### src/design/slt_pkg.sv
// Shared types, widths and constants for the sound level time weighting block.
// No dependencies; compiled first.
package slt_pkg;

    // Defaults for the top-level parameters
    localparam int SAMPLE_WIDTH_DEF    = 16;
    localparam int ALPHA_FRAC_BITS_DEF = 24;

    // Configuration port
    localparam int CFG_INDEX_WIDTH = 8;
    localparam int CFG_DATA_WIDTH  = 24;

    localparam logic [CFG_INDEX_WIDTH-1:0] REG_TIME_MODE  = 8'd0;
    localparam logic [CFG_INDEX_WIDTH-1:0] REG_ALPHA_FAST = 8'd1;
    localparam logic [CFG_INDEX_WIDTH-1:0] REG_ALPHA_SLOW = 8'd2;
    localparam logic [CFG_INDEX_WIDTH-1:0] REG_DB_OFFSET  = 8'd3;

    // Time weighting modes
    localparam int TIME_MODE_WIDTH = 2;
    localparam logic [TIME_MODE_WIDTH-1:0] TM_DIRECT = 2'd0;
    localparam logic [TIME_MODE_WIDTH-1:0] TM_FAST   = 2'd1;
    localparam logic [TIME_MODE_WIDTH-1:0] TM_SLOW   = 2'd2;

    // Smoothing factor, one extra bit so that exactly one can be held
    localparam int ALPHA_WIDTH     = 24;
    localparam int ALPHA_SEL_WIDTH = ALPHA_WIDTH + 1;
    localparam logic [ALPHA_WIDTH-1:0] ALPHA_FAST_RESET = 24'd2796;
    localparam logic [ALPHA_WIDTH-1:0] ALPHA_SLOW_RESET = 24'd350;

    // Mean square accumulator
    localparam int MS_WIDTH = 54;

    // Shared shift-add multiplier
    localparam int MUL_A_WIDTH   = MS_WIDTH;
    localparam int MUL_B_WIDTH   = 31;
    localparam int MUL_ACC_WIDTH = MUL_A_WIDTH + 2;
    localparam int MUL_P_WIDTH   = MUL_ACC_WIDTH + MUL_B_WIDTH;
    localparam int MUL_CNT_WIDTH = $clog2(MUL_B_WIDTH + 1);

    // log2 stage: mantissa with its leading one at bit MANT_WIDTH-1
    localparam int MANT_WIDTH       = 31;
    localparam int NORM_SHIFT_WIDTH = $clog2(MS_WIDTH);
    localparam int LOG_FRAC_BITS    = 16;
    localparam int EXP_WIDTH        = 8;
    localparam int LOG_WIDTH        = EXP_WIDTH + LOG_FRAC_BITS;
    localparam int LOG_ITER_WIDTH   = $clog2(LOG_FRAC_BITS);
    localparam logic [LOG_ITER_WIDTH-1:0] LOG_ITER_LAST = LOG_ITER_WIDTH'(LOG_FRAC_BITS - 1);

    // 10*log10(2) in unsigned Q2.24, applied as (|L| * K + 2^31) >> 32
    localparam logic [25:0] TEN_LOG10_2_Q24 = 26'd50504453;
    localparam int SCALE_SHIFT = 32;
    localparam logic [MUL_ACC_WIDTH-1:0] SCALE_ROUND = MUL_ACC_WIDTH'(1) << (SCALE_SHIFT - 1);

    // Level output, signed Q8.8
    localparam int LEVEL_WIDTH   = 16;
    localparam int DB_MAG_WIDTH  = 17;
    localparam int DB_VAL_WIDTH  = DB_MAG_WIDTH + 1;
    localparam int DB_SUM_WIDTH  = DB_VAL_WIDTH + 1;
    localparam logic signed [LEVEL_WIDTH-1:0] LEVEL_MAX = 16'sh7FFF;
    localparam logic signed [LEVEL_WIDTH-1:0] LEVEL_MIN = 16'sh8000;

    // Multiplier request and response
    typedef struct packed {
        logic                     start;
        logic [MUL_A_WIDTH-1:0]   mcand;
        logic [MUL_B_WIDTH-1:0]   mplier;
        logic [MUL_ACC_WIDTH-1:0] addend;
    } mul_req_t;

    typedef struct packed {
        logic                   done;
        logic [MUL_P_WIDTH-1:0] product;
    } mul_rsp_t;

    // Normalizer request and response
    typedef struct packed {
        logic                start;
        logic [MS_WIDTH-1:0] value;
    } norm_req_t;

    typedef struct packed {
        logic                        done;
        logic [NORM_SHIFT_WIDTH-1:0] shift;
        logic [MANT_WIDTH-1:0]       mant;
    } norm_rsp_t;

endpackage

### src/design/slt_if.sv
// Valid/ready channel interfaces: sample input, level output, register writes.
// Depends on slt_pkg.
interface slt_sample_if #(
    parameter int SAMPLE_WIDTH = slt_pkg::SAMPLE_WIDTH_DEF
);
    logic                           valid;
    logic                           ready;
    logic signed [SAMPLE_WIDTH-1:0] sample;

    modport source (output valid, output sample, input ready);
    modport sink   (input valid, input sample, output ready);
endinterface

interface slt_level_if;
    import slt_pkg::*;

    logic                          valid;
    logic                          ready;
    logic signed [LEVEL_WIDTH-1:0] level_db;
    logic                          at_floor;

    modport source (output valid, output level_db, output at_floor, input ready);
    modport sink   (input valid, input level_db, input at_floor, output ready);
endinterface

interface slt_cfg_if;
    import slt_pkg::*;

    logic                       valid;
    logic                       ready;
    logic [CFG_INDEX_WIDTH-1:0] index;
    logic [CFG_DATA_WIDTH-1:0]  data;

    modport source (output valid, output index, output data, input ready);
    modport sink   (input valid, input index, input data, output ready);
endinterface

### src/design/slt_mul.sv
// Shift-add multiplier: one multiplier bit per cycle, product = mcand * mplier + addend.
// Depends on slt_pkg.
module slt_mul (
    input  logic              clk,
    input  logic              rst_n,
    input  slt_pkg::mul_req_t req,
    output slt_pkg::mul_rsp_t rsp
);
    import slt_pkg::*;

    logic [MUL_A_WIDTH-1:0]   mcand_reg;
    logic [MUL_ACC_WIDTH-1:0] acc_reg;
    logic [MUL_B_WIDTH-1:0]   shr_reg;
    logic [MUL_CNT_WIDTH-1:0] cnt_reg;
    logic                     busy_reg;
    logic                     done_reg;
    logic [MUL_ACC_WIDTH-1:0] sum;

    // Add the multiplicand when the current multiplier bit is set
    assign sum = acc_reg + (shr_reg[0] ? MUL_ACC_WIDTH'(mcand_reg) : '0);

    // Accumulate and shift right; low product bits fill in behind the multiplier
    always_ff @(posedge clk or negedge rst_n)
    begin
        if (!rst_n)
        begin
            mcand_reg <= '0;
            acc_reg   <= '0;
            shr_reg   <= '0;
            cnt_reg   <= '0;
            busy_reg  <= 1'b0;
            done_reg  <= 1'b0;
        end
        else
        begin
            done_reg <= 1'b0;
            if (req.start)
            begin
                mcand_reg <= req.mcand;
                acc_reg   <= req.addend;
                shr_reg   <= req.mplier;
                cnt_reg   <= MUL_CNT_WIDTH'(MUL_B_WIDTH);
                busy_reg  <= 1'b1;
            end
            else if (busy_reg)
            begin
                acc_reg <= sum >> 1;
                shr_reg <= {sum[0], shr_reg[MUL_B_WIDTH-1:1]};
                cnt_reg <= cnt_reg - 1'b1;
                if (cnt_reg == MUL_CNT_WIDTH'(1))
                begin
                    busy_reg <= 1'b0;
                    done_reg <= 1'b1;
                end
            end
        end
    end

    assign rsp.done    = done_reg;
    assign rsp.product = {acc_reg, shr_reg};

endmodule

### src/design/slt_norm.sv
// Leading-one normalizer: shifts the mean square left one bit per cycle
// until its top bit is set. Depends on slt_pkg.
module slt_norm (
    input  logic               clk,
    input  logic               rst_n,
    input  slt_pkg::norm_req_t req,
    output slt_pkg::norm_rsp_t rsp
);
    import slt_pkg::*;

    logic [MS_WIDTH-1:0]         val_reg;
    logic [NORM_SHIFT_WIDTH-1:0] cnt_reg;
    logic                        busy_reg;
    logic                        done_reg;

    // Shift until normalized; the count limit only guards a zero input
    always_ff @(posedge clk or negedge rst_n)
    begin
        if (!rst_n)
        begin
            val_reg  <= '0;
            cnt_reg  <= '0;
            busy_reg <= 1'b0;
            done_reg <= 1'b0;
        end
        else
        begin
            done_reg <= 1'b0;
            if (req.start)
            begin
                val_reg  <= req.value;
                cnt_reg  <= '0;
                busy_reg <= 1'b1;
            end
            else if (busy_reg)
            begin
                if (val_reg[MS_WIDTH-1] || cnt_reg == NORM_SHIFT_WIDTH'(MS_WIDTH - 1))
                begin
                    busy_reg <= 1'b0;
                    done_reg <= 1'b1;
                end
                else
                begin
                    val_reg <= val_reg << 1;
                    cnt_reg <= cnt_reg + 1'b1;
                end
            end
        end
    end

    // Top bits form the mantissa; bits below it are truncated
    assign rsp.done  = done_reg;
    assign rsp.shift = cnt_reg;
    assign rsp.mant  = val_reg[MS_WIDTH-1 -: MANT_WIDTH];

endmodule

### src/design/sound_level_time_weighting.sv
// Sound level meter with exponential time weighting, one level per sample.
// One item at a time. The shared shift-add multiplier runs 19 times per item, 16 of them
// for the log2 fraction bits, and only twice when the mean square is zero.
// Async active-low reset: mean square zero, registers at their defaults, no result pending.
module sound_level_time_weighting #(
    parameter int SAMPLE_WIDTH    = slt_pkg::SAMPLE_WIDTH_DEF,
    parameter int ALPHA_FRAC_BITS = slt_pkg::ALPHA_FRAC_BITS_DEF
) (
    input  logic         clk,
    input  logic         rst_n,
    slt_sample_if.sink   samples,
    slt_level_if.source  levels,
    slt_cfg_if.sink      cfg
);
    import slt_pkg::*;

    localparam int MS_FRAC   = MS_WIDTH - 2 * SAMPLE_WIDTH;
    localparam int LOG2_BIAS = 2 * SAMPLE_WIDTH - 1;
    localparam logic [ALPHA_SEL_WIDTH-1:0] ALPHA_ONE =
        ALPHA_SEL_WIDTH'(1) << ALPHA_FRAC_BITS;
    localparam logic [MUL_ACC_WIDTH-1:0] ROUND_HALF =
        MUL_ACC_WIDTH'(1) << (ALPHA_FRAC_BITS - 1);

    typedef enum logic [3:0] {
        S_IDLE,
        S_SQUARE,
        S_DIFF,
        S_SMOOTH,
        S_CHECK,
        S_NORM,
        S_LOG,
        S_ABS,
        S_SCALE,
        S_EMIT
    } state_t;

    state_t                        state_reg;
    logic [TIME_MODE_WIDTH-1:0]    time_mode_reg;
    logic [ALPHA_WIDTH-1:0]        alpha_fast_reg;
    logic [ALPHA_WIDTH-1:0]        alpha_slow_reg;
    logic signed [LEVEL_WIDTH-1:0] db_offset_reg;
    logic [MS_WIDTH-1:0]           ms_reg;
    logic [MS_WIDTH-1:0]           sq_reg;
    logic                          up_reg;
    logic                          floor_reg;
    logic [EXP_WIDTH-1:0]          exp_reg;
    logic [LOG_FRAC_BITS-1:0]      frac_reg;
    logic [LOG_ITER_WIDTH-1:0]     iter_reg;
    logic                          log_neg_reg;
    logic                          out_valid_reg;
    logic signed [LEVEL_WIDTH-1:0] out_level_reg;
    logic                          out_floor_reg;
    mul_req_t                      mul_req_reg;
    norm_req_t                     norm_req_reg;

    mul_rsp_t                      mul_rsp;
    norm_rsp_t                     norm_rsp;

    logic [SAMPLE_WIDTH-1:0]       raw;
    logic [SAMPLE_WIDTH-1:0]       mag;
    logic [ALPHA_SEL_WIDTH-1:0]    alpha_pick;
    logic [ALPHA_SEL_WIDTH-1:0]    alpha_sel;
    logic                          ms_up;
    logic [MS_WIDTH-1:0]           diff;
    logic [MS_WIDTH-1:0]           step;
    logic [MS_WIDTH-1:0]           ms_new;
    logic [MANT_WIDTH:0]           sq_wide;
    logic [MANT_WIDTH-1:0]         mant_new;
    logic [LOG_WIDTH-1:0]          log_val;
    logic [LOG_WIDTH-1:0]          log_mag;
    logic [DB_MAG_WIDTH-1:0]       db_mag;
    logic signed [DB_VAL_WIDTH-1:0] db_val;
    logic signed [DB_SUM_WIDTH-1:0] db_sum;
    logic signed [LEVEL_WIDTH-1:0] db_sat;
    logic                          out_free;

    // Shared multiplier and normalizer
    slt_mul u_mul (
        .clk   (clk),
        .rst_n (rst_n),
        .req   (mul_req_reg),
        .rsp   (mul_rsp)
    );

    slt_norm u_norm (
        .clk   (clk),
        .rst_n (rst_n),
        .req   (norm_req_reg),
        .rsp   (norm_rsp)
    );

    // Sample magnitude; the most negative sample maps to 2^(SAMPLE_WIDTH-1)
    assign raw = samples.sample;
    assign mag = raw[SAMPLE_WIDTH-1] ? (~raw + 1'b1) : raw;

    // Smoothing factor by mode, clamped to one
    always_comb
    begin
        unique case (time_mode_reg)
            TM_DIRECT: alpha_pick = ALPHA_ONE;
            TM_FAST:   alpha_pick = ALPHA_SEL_WIDTH'(alpha_fast_reg);
            TM_SLOW:   alpha_pick = ALPHA_SEL_WIDTH'(alpha_slow_reg);
            default:   alpha_pick = ALPHA_ONE;
        endcase
        alpha_sel = (alpha_pick > ALPHA_ONE) ? ALPHA_ONE : alpha_pick;
    end

    // Distance from mean square to the new square, and the rounded step
    assign ms_up  = sq_reg >= ms_reg;
    assign diff   = ms_up ? (sq_reg - ms_reg) : (ms_reg - sq_reg);
    assign step   = mul_rsp.product[ALPHA_FRAC_BITS +: MS_WIDTH];
    assign ms_new = up_reg ? (ms_reg + step) : (ms_reg - step);

    // One log2 fraction bit per squaring of the mantissa
    assign sq_wide  = mul_rsp.product[MANT_WIDTH-1 +: MANT_WIDTH+1];
    assign mant_new = sq_wide[MANT_WIDTH] ? sq_wide[MANT_WIDTH:1] : sq_wide[MANT_WIDTH-1:0];

    // Signed log2 in Q.16 and its magnitude
    assign log_val = {exp_reg, frac_reg};
    assign log_mag = log_val[LOG_WIDTH-1] ? (~log_val + 1'b1) : log_val;

    // dB level: restore sign, add offset, saturate
    always_comb
    begin
        db_mag = mul_rsp.product[SCALE_SHIFT +: DB_MAG_WIDTH];
        db_val = DB_VAL_WIDTH'(db_mag);
        if (log_neg_reg)
        begin
            db_val = -db_val;
        end
        db_sum = DB_SUM_WIDTH'(db_val) + DB_SUM_WIDTH'(db_offset_reg);
        if (db_sum > DB_SUM_WIDTH'(LEVEL_MAX))
        begin
            db_sat = LEVEL_MAX;
        end
        else if (db_sum < DB_SUM_WIDTH'(LEVEL_MIN))
        begin
            db_sat = LEVEL_MIN;
        end
        else
        begin
            db_sat = db_sum[LEVEL_WIDTH-1:0];
        end
    end

    assign out_free = !out_valid_reg || levels.ready;

    // Sequencer, configuration registers and output register
    always_ff @(posedge clk or negedge rst_n)
    begin
        if (!rst_n)
        begin
            state_reg      <= S_IDLE;
            time_mode_reg  <= TM_SLOW;
            alpha_fast_reg <= ALPHA_FAST_RESET;
            alpha_slow_reg <= ALPHA_SLOW_RESET;
            db_offset_reg  <= '0;
            ms_reg         <= '0;
            sq_reg         <= '0;
            up_reg         <= 1'b0;
            floor_reg      <= 1'b0;
            exp_reg        <= '0;
            frac_reg       <= '0;
            iter_reg       <= '0;
            log_neg_reg    <= 1'b0;
            out_valid_reg  <= 1'b0;
            out_level_reg  <= '0;
            out_floor_reg  <= 1'b0;
            mul_req_reg    <= '0;
            norm_req_reg   <= '0;
        end
        else
        begin
            mul_req_reg.start  <= 1'b0;
            norm_req_reg.start <= 1'b0;

            // Output transfer frees the slot
            if (out_valid_reg && levels.ready)
            begin
                out_valid_reg <= 1'b0;
            end

            // Register writes; unknown indexes are dropped
            if (cfg.valid)
            begin
                unique case (cfg.index)
                    REG_TIME_MODE:  time_mode_reg  <= cfg.data[TIME_MODE_WIDTH-1:0];
                    REG_ALPHA_FAST: alpha_fast_reg <= cfg.data[ALPHA_WIDTH-1:0];
                    REG_ALPHA_SLOW: alpha_slow_reg <= cfg.data[ALPHA_WIDTH-1:0];
                    REG_DB_OFFSET:  db_offset_reg  <= cfg.data[LEVEL_WIDTH-1:0];
                    default: ;
                endcase
            end

            unique case (state_reg)
                S_IDLE:
                begin
                    if (samples.valid)
                    begin
                        mul_req_reg <= '{start: 1'b1, mcand: MUL_A_WIDTH'(mag),
                                         mplier: MUL_B_WIDTH'(mag), addend: '0};
                        state_reg   <= S_SQUARE;
                    end
                end
                S_SQUARE:
                begin
                    if (mul_rsp.done)
                    begin
                        sq_reg    <= mul_rsp.product[MS_WIDTH-1:0] << MS_FRAC;
                        state_reg <= S_DIFF;
                    end
                end
                S_DIFF:
                begin
                    up_reg      <= ms_up;
                    mul_req_reg <= '{start: 1'b1, mcand: diff,
                                     mplier: MUL_B_WIDTH'(alpha_sel), addend: ROUND_HALF};
                    state_reg   <= S_SMOOTH;
                end
                S_SMOOTH:
                begin
                    if (mul_rsp.done)
                    begin
                        ms_reg    <= ms_new;
                        state_reg <= S_CHECK;
                    end
                end
                S_CHECK:
                begin
                    if (ms_reg == '0)
                    begin
                        floor_reg <= 1'b1;
                        state_reg <= S_EMIT;
                    end
                    else
                    begin
                        floor_reg    <= 1'b0;
                        norm_req_reg <= '{start: 1'b1, value: ms_reg};
                        state_reg    <= S_NORM;
                    end
                end
                S_NORM:
                begin
                    if (norm_rsp.done)
                    begin
                        exp_reg     <= EXP_WIDTH'(LOG2_BIAS) - EXP_WIDTH'(norm_rsp.shift);
                        frac_reg    <= '0;
                        iter_reg    <= '0;
                        mul_req_reg <= '{start: 1'b1, mcand: MUL_A_WIDTH'(norm_rsp.mant),
                                         mplier: MUL_B_WIDTH'(norm_rsp.mant), addend: '0};
                        state_reg   <= S_LOG;
                    end
                end
                S_LOG:
                begin
                    if (mul_rsp.done)
                    begin
                        frac_reg <= {frac_reg[LOG_FRAC_BITS-2:0], sq_wide[MANT_WIDTH]};
                        if (iter_reg == LOG_ITER_LAST)
                        begin
                            state_reg <= S_ABS;
                        end
                        else
                        begin
                            iter_reg    <= iter_reg + 1'b1;
                            mul_req_reg <= '{start: 1'b1, mcand: MUL_A_WIDTH'(mant_new),
                                             mplier: MUL_B_WIDTH'(mant_new), addend: '0};
                        end
                    end
                end
                S_ABS:
                begin
                    log_neg_reg <= log_val[LOG_WIDTH-1];
                    mul_req_reg <= '{start: 1'b1, mcand: MUL_A_WIDTH'(TEN_LOG10_2_Q24),
                                     mplier: MUL_B_WIDTH'(log_mag), addend: SCALE_ROUND};
                    state_reg   <= S_SCALE;
                end
                S_SCALE:
                begin
                    if (mul_rsp.done)
                    begin
                        state_reg <= S_EMIT;
                    end
                end
                S_EMIT:
                begin
                    // Multiplier product stays put while waiting for the slot
                    if (out_free)
                    begin
                        out_valid_reg <= 1'b1;
                        out_level_reg <= floor_reg ? LEVEL_MIN : db_sat;
                        out_floor_reg <= floor_reg;
                        state_reg     <= S_IDLE;
                    end
                end
                default:
                begin
                    state_reg <= S_IDLE;
                end
            endcase
        end
    end

    // Channel outputs
    assign samples.ready   = (state_reg == S_IDLE);
    assign cfg.ready       = 1'b1;
    assign levels.valid    = out_valid_reg;
    assign levels.level_db = out_level_reg;
    assign levels.at_floor = out_floor_reg;

    // Checks
    a_busy_after_accept: assert property (@(posedge clk) disable iff (!rst_n)
        samples.valid && samples.ready |=> !samples.ready)
        else $error("input taken again right after a transfer");

    a_floor_level: assert property (@(posedge clk) disable iff (!rst_n)
        out_valid_reg && out_floor_reg |-> out_level_reg == LEVEL_MIN)
        else $error("floor result without minimum level");

    a_mul_done_wait: assert property (@(posedge clk) disable iff (!rst_n)
        mul_rsp.done |-> (state_reg == S_SQUARE || state_reg == S_SMOOTH ||
                          state_reg == S_LOG || state_reg == S_SCALE))
        else $error("multiplier finished outside a wait state");

    a_ms_hold: assert property (@(posedge clk) disable iff (!rst_n)
        state_reg != S_SMOOTH |=> $stable(ms_reg))
        else $error("mean square changed outside the smoothing step");

endmodule

### src/flat_wrapper.sv
// flat-port wrapper written by rule: the top's interface ports become plain ports
module sound_level_time_weighting_flat import slt_pkg::*;
#(
    parameter int SAMPLE_WIDTH    = slt_pkg::SAMPLE_WIDTH_DEF,
    parameter int ALPHA_FRAC_BITS = slt_pkg::ALPHA_FRAC_BITS_DEF
)
  (clk, rst_n, samples_valid, samples_sample, samples_ready, levels_valid, levels_level_db, levels_at_floor, levels_ready, cfg_valid, cfg_index, cfg_data, cfg_ready);
  slt_sample_if #(.SAMPLE_WIDTH(SAMPLE_WIDTH)) samples_i ();
  slt_level_if levels_i ();
  slt_cfg_if cfg_i ();
  input  logic clk;
  input  logic rst_n;
  input wire logic [$bits(samples_i.valid)-1:0] samples_valid;
  input wire logic [$bits(samples_i.sample)-1:0] samples_sample;
  output wire logic [$bits(samples_i.ready)-1:0] samples_ready;
  output wire logic [$bits(levels_i.valid)-1:0] levels_valid;
  output wire logic [$bits(levels_i.level_db)-1:0] levels_level_db;
  output wire logic [$bits(levels_i.at_floor)-1:0] levels_at_floor;
  input wire logic [$bits(levels_i.ready)-1:0] levels_ready;
  input wire logic [$bits(cfg_i.valid)-1:0] cfg_valid;
  input wire logic [$bits(cfg_i.index)-1:0] cfg_index;
  input wire logic [$bits(cfg_i.data)-1:0] cfg_data;
  output wire logic [$bits(cfg_i.ready)-1:0] cfg_ready;
  assign samples_i.valid = samples_valid;
  assign samples_i.sample = samples_sample;
  assign samples_ready = samples_i.ready;
  assign levels_valid = levels_i.valid;
  assign levels_level_db = levels_i.level_db;
  assign levels_at_floor = levels_i.at_floor;
  assign levels_i.ready = levels_ready;
  assign cfg_i.valid = cfg_valid;
  assign cfg_i.index = cfg_index;
  assign cfg_i.data = cfg_data;
  assign cfg_ready = cfg_i.ready;
  sound_level_time_weighting #(.SAMPLE_WIDTH(SAMPLE_WIDTH), .ALPHA_FRAC_BITS(ALPHA_FRAC_BITS)) u_core (.clk(clk), .rst_n(rst_n), .samples(samples_i), .levels(levels_i), .cfg(cfg_i));
endmodule
### config.mk
export PLATFORM = sky130hd
export DESIGN_NAME = sound_level_time_weighting_flat
export DESIGN_NICKNAME = d
export VERILOG_FILES = /design/src/design/slt_pkg.sv /design/src/design/slt_if.sv /design/src/design/slt_mul.sv /design/src/design/slt_norm.sv /design/src/design/sound_level_time_weighting.sv /design/src/flat_wrapper.sv
export SDC_FILE = /design/constraint.sdc
export NUM_CORES = 2
export LEC_CHECK = 0
export BUFFER_PORTS_ARGS = -buffer_cell sky130_fd_sc_hd__buf_2
export CORE_MARGIN = 1
export CORE_UTILIZATION = 45
export DETAILED_ROUTE_END_ITERATION = 6
export PLACE_DENSITY = 0.75
export SLEW_MARGIN = 20
export SYNTH_ARGS = -nofsm -noshare
export SYNTH_HDL_FRONTEND = slang
export SYNTH_SLANG_ARGS = --single-unit
### constraint.sdc
create_clock -name clk -period 4.8 [get_ports clk]
set_input_delay 0.24 -clock clk [delete_from_list [all_inputs] [get_ports clk]]
set_output_delay 0.24 -clock clk [all_outputs]
set_load 0.02 [all_outputs]
==> out/qor.txt <==
Crit Reg-Reg Startpoint -> u_core.u_mul.acc_reg[1]$_DFFE_PN0P_
# IOs -> 73
Sequential fraction of the synthesis area -> 0.383
First-pass GRT wire length -> 182 mm
Area of the multi-input gates -> 21,200 um^2
Critical Path Max Stage Delay -> 0.52 ns
Worst path depth -> 21
Worst-path cell chain -> inv_2, ha_4, nand2_2, or3_4, or3_4, nor2_4, buf_6, a41oi_4, xnor2_2, ha_1, nand4_1, or4_4, a21oi_2, buf_4, o211ai_1, a21oi_2, o211ai_1, buf_4, a211oi_2, mux2i_1, o311ai_1
EDFF count, synth -> 0
Pins Over Slew Limit -> 0
Tightest Pin Transition -> 1.16 ns
Detailed Place HPWL -> 87.8 mm
Die X -> 286 um
RSZ-0062 raised after global routing -> true
CTS H-Tree Depth -> 2
Clock skew -> 0.0757 ns
Post-synth top cells -> dfrtp_1, nand2_1, o21ai_0
Largest family of logic cells by synthesized area -> compound AO/OA/AOI/OAI gates
Setup CP Type -> flop to flop
Max Freq -> 211 MHz
Area Overhead vs Synth -> 14.3%
Filler Cells Inserted -> 7,275
Row count -> 103
Pin count of the biggest net entering global routing -> 148
Antenna Nets Post-Route -> 0
Final wirelength -> 119 mm
Reg2Reg Setup Slack -> 0.05 ns
Initial Util -> 0.457
Hold Path Class -> primary input to flop
Top-count cell post-synth -> dfrtp_1
TritonCTS Sinks -> 555
Iteration count of the initial detailed-routing pass -> 6
Post-Syn Area -> 36,300 um^2
Fin nets -> 4,358
Ratio of final minimum period to clock period -> 0.990
TritonCTS Buffers -> 60
Post-synthesis async set-or-reset flop share -> 1.00
Xor/xnor share of the synthesized area -> 0.0594
Vias per inst -> 6.11
Number of global-route vias before repair -> 30,600
GR Overflow Total -> 0
Final Util -> 0.522
Data required time of the worst path -> 5.33 ns
Post-synth top area share -> 0.373
DRC -> 0
WL per Instance -> 22.8 um
Crit path max fanout -> 5
GP Congestion -> 1.06
Compound-Gate Fraction of Synth Area -> 0.196
Most area-hungry cell type in the Yosys netlist -> dfrtp_1
Critical path buffer and inverter count -> 4
Synthesized net count -> 4,217
Top FF cell, synth -> dfrtp_1
Final worst slack -> 0.0496 ns
Synth Register Bits -> 555
Adder-Cell Fraction of Synth Area -> 0.0716
PwrDens -> 474 nW/um^2
Final Hold Vio Count -> 0
Max reg flops -> 88
Core area -> 79,400 um^2
Post-synthesis mux area share -> 0.107
Slew Limit Headroom -> 0.228
Worst VDD drop -> 0.378 mV
CP delay by family, top -> simple AND/OR/NAND/NOR gates
Initial antenna violation count -> 3
DP Area -> 38,700 um^2
# setup viols final -> 0
Simple-Gate Fraction of Synth Area -> 0.143
Crit path DAT -> 5.28 ns
Tmin final -> 4.75 ns
Avg Cell Area, Syn -> 9.16 um^2
DR vias -> 31,800
Setup crit end kind -> flop
Clk root buf -> clkbuf_16
Outcome -> finished, final reports clean
Crit path to -> u_core.ms_reg[51]$_DFFE_PN0P_
GRT Resource Usage Total -> 0.286
Crit path max-delay cell type -> or4_4
Clock Tree Buf Depth -> 3
RR Endpoint -> u_core.ms_reg[51]$_DFFE_PN0P_
Sequential cell area -> 13,900 um^2
Worst r2r path cells -> 21
Die Span Y -> 286 um
Max-Cap Viols -> 0
Leak pwr -> 19.8 nW
Worst-Skew Late Latency -> 0.68 ns
Synth top area cells -> dfrtp_1, ha_1, mux2_2
Startpoint Class -> flop
Power Total -> 0.0196 W
Number of synthesis warnings -> 0
Post-Synthesis Cells -> 3,959
Port-buffer cells -> 71
CP startpoint -> u_core.u_mul.acc_reg[1]$_DFFE_PN0P_
Dpl cells -> 5,052
Distinct cells, synth -> 91
Die area -> 81,700 um^2
CTS tree -> built
Hold depth -> 5
Reg clk slew, reported paths -> 0.06 ns
Final Cell Area -> 41,500 um^2
Layout Cells excl Fill -> 5,201
Place WS -> -0.231 ns
Layout cells sized above 1 -> 0.171
Initial drt markers -> 3,400
where the power goes:
part | internal (W) | total, W | switching, W | leakage, nW
logic | 0.00335 | 0.00859 | 0.00524 | 11.3
clock network | 0.00289 | 0.00495 | 0.00207 | 1.02
registers | 0.00540 | 0.00610 | 0.000700 | 7.44
logic make-up after synthesis:
| logic type | after synthesis |
|---|---|
| multiplexers | 360 |
| adder cells (fa/ha/maj) | 205 |
| XOR/XNOR | 246 |
| AND/OR/NAND/NOR | 1098 |
| flip-flops | 555 |
| AO/OA/AOI/OAI | 1123 |
| other | 1 |
| buffers and inverters | 371 |
worst min-delay path, stage by stage:
cell and delay, ns:
buf_2 0.08, nor4_1 0.08, nor3b_1 0.18, nand2_1 0.06, o21ai_0 0.08
worst min path at each step:
stage	slack [ns]	to	from
CTS	0.03	u_core.time_mode_reg[1]$_DFFE_PN1P_	cfg_index[2]
floorplan	-0.06	u_core.alpha_fast_reg[0]$_DFFE_PN0P_	rst_n
global route	0.09	u_core.mul_req_reg[94]$_DFFE_PN0P_	samples_sample[7]
detailed placement	0.21	u_core.sq_reg[38]$_DFFE_PN0P_	rst_n
global placement	0.21	u_core.sq_reg[38]$_DFFE_PN0P_	rst_n
finish	0.07	u_core.time_mode_reg[1]$_DFFE_PN1P_	cfg_index[2]
cell type report:
| cell class | instances | share of cell area |
|---|---|---|
| multi-input cells | 3033 | 0.512 |
| flip-flops and latches | 555 | 0.336 |
| repair buffers | 313 | 0.0567 |
| clock buffers | 88 | 0.0426 |
| well taps | 1050 | 0.0317 |
| clock inverters | 23 | 0.00872 |
| inverters | 137 | 0.0124 |
| diodes | 2 | 0.000121 |
cells in the final DEF (no fill, tap or decap), types with 119 or more instances in the layout:
master,netlist,routed
nor2_1,261,254
buf_4,3,204
nand2_1,401,399
mux2i_1,139,139
inv_1,137,134
a21oi_1,277,268
o21ai_0,332,321
xor2_1,119,119
xnor2_1,127,126
dfrtp_1,541,537
mux2_2,220,220
ha_1,201,196
through the flow:
stage | setup TNS [ns] | hold slack (ns)
floorplan | 0 | -0.0556
global placement | -0.147 | 0.207
detailed placement | -0.572 | 0.206
CTS | -0.00836 | 0.0303
global route | -0.146 | 0.0887
finish | 0 | 0.0739
per-layer routing:
| layer | track usage | vias up | routed length, um |
|---|---|---|---|
| li1 | - | 14600 | - |
| met1 | 0.393 | 15600 | 51000 |
| met2 | 0.436 | 1319 | 52200 |
| met3 | 0.0379 | 315 | 8170 |
| met4 | 0.157 | 0 | 7180 |
| met5 | 0 | - | 0 |
what timing repair did:
| item | 4_1_cts | 5_1_grt |
|---|---|---|
| endpoints found under the hold margin | 118 | 0 |
| hold buffers | 28 | 0 |
| setup endpoints to repair | 21 | 15 |
| gates resized for setup | 7 | 55 |
| pin swaps | 1 | 26 |
| buffers inserted | 0 | 8 |
No activity file was read; power rests on OpenSTA's default activity.
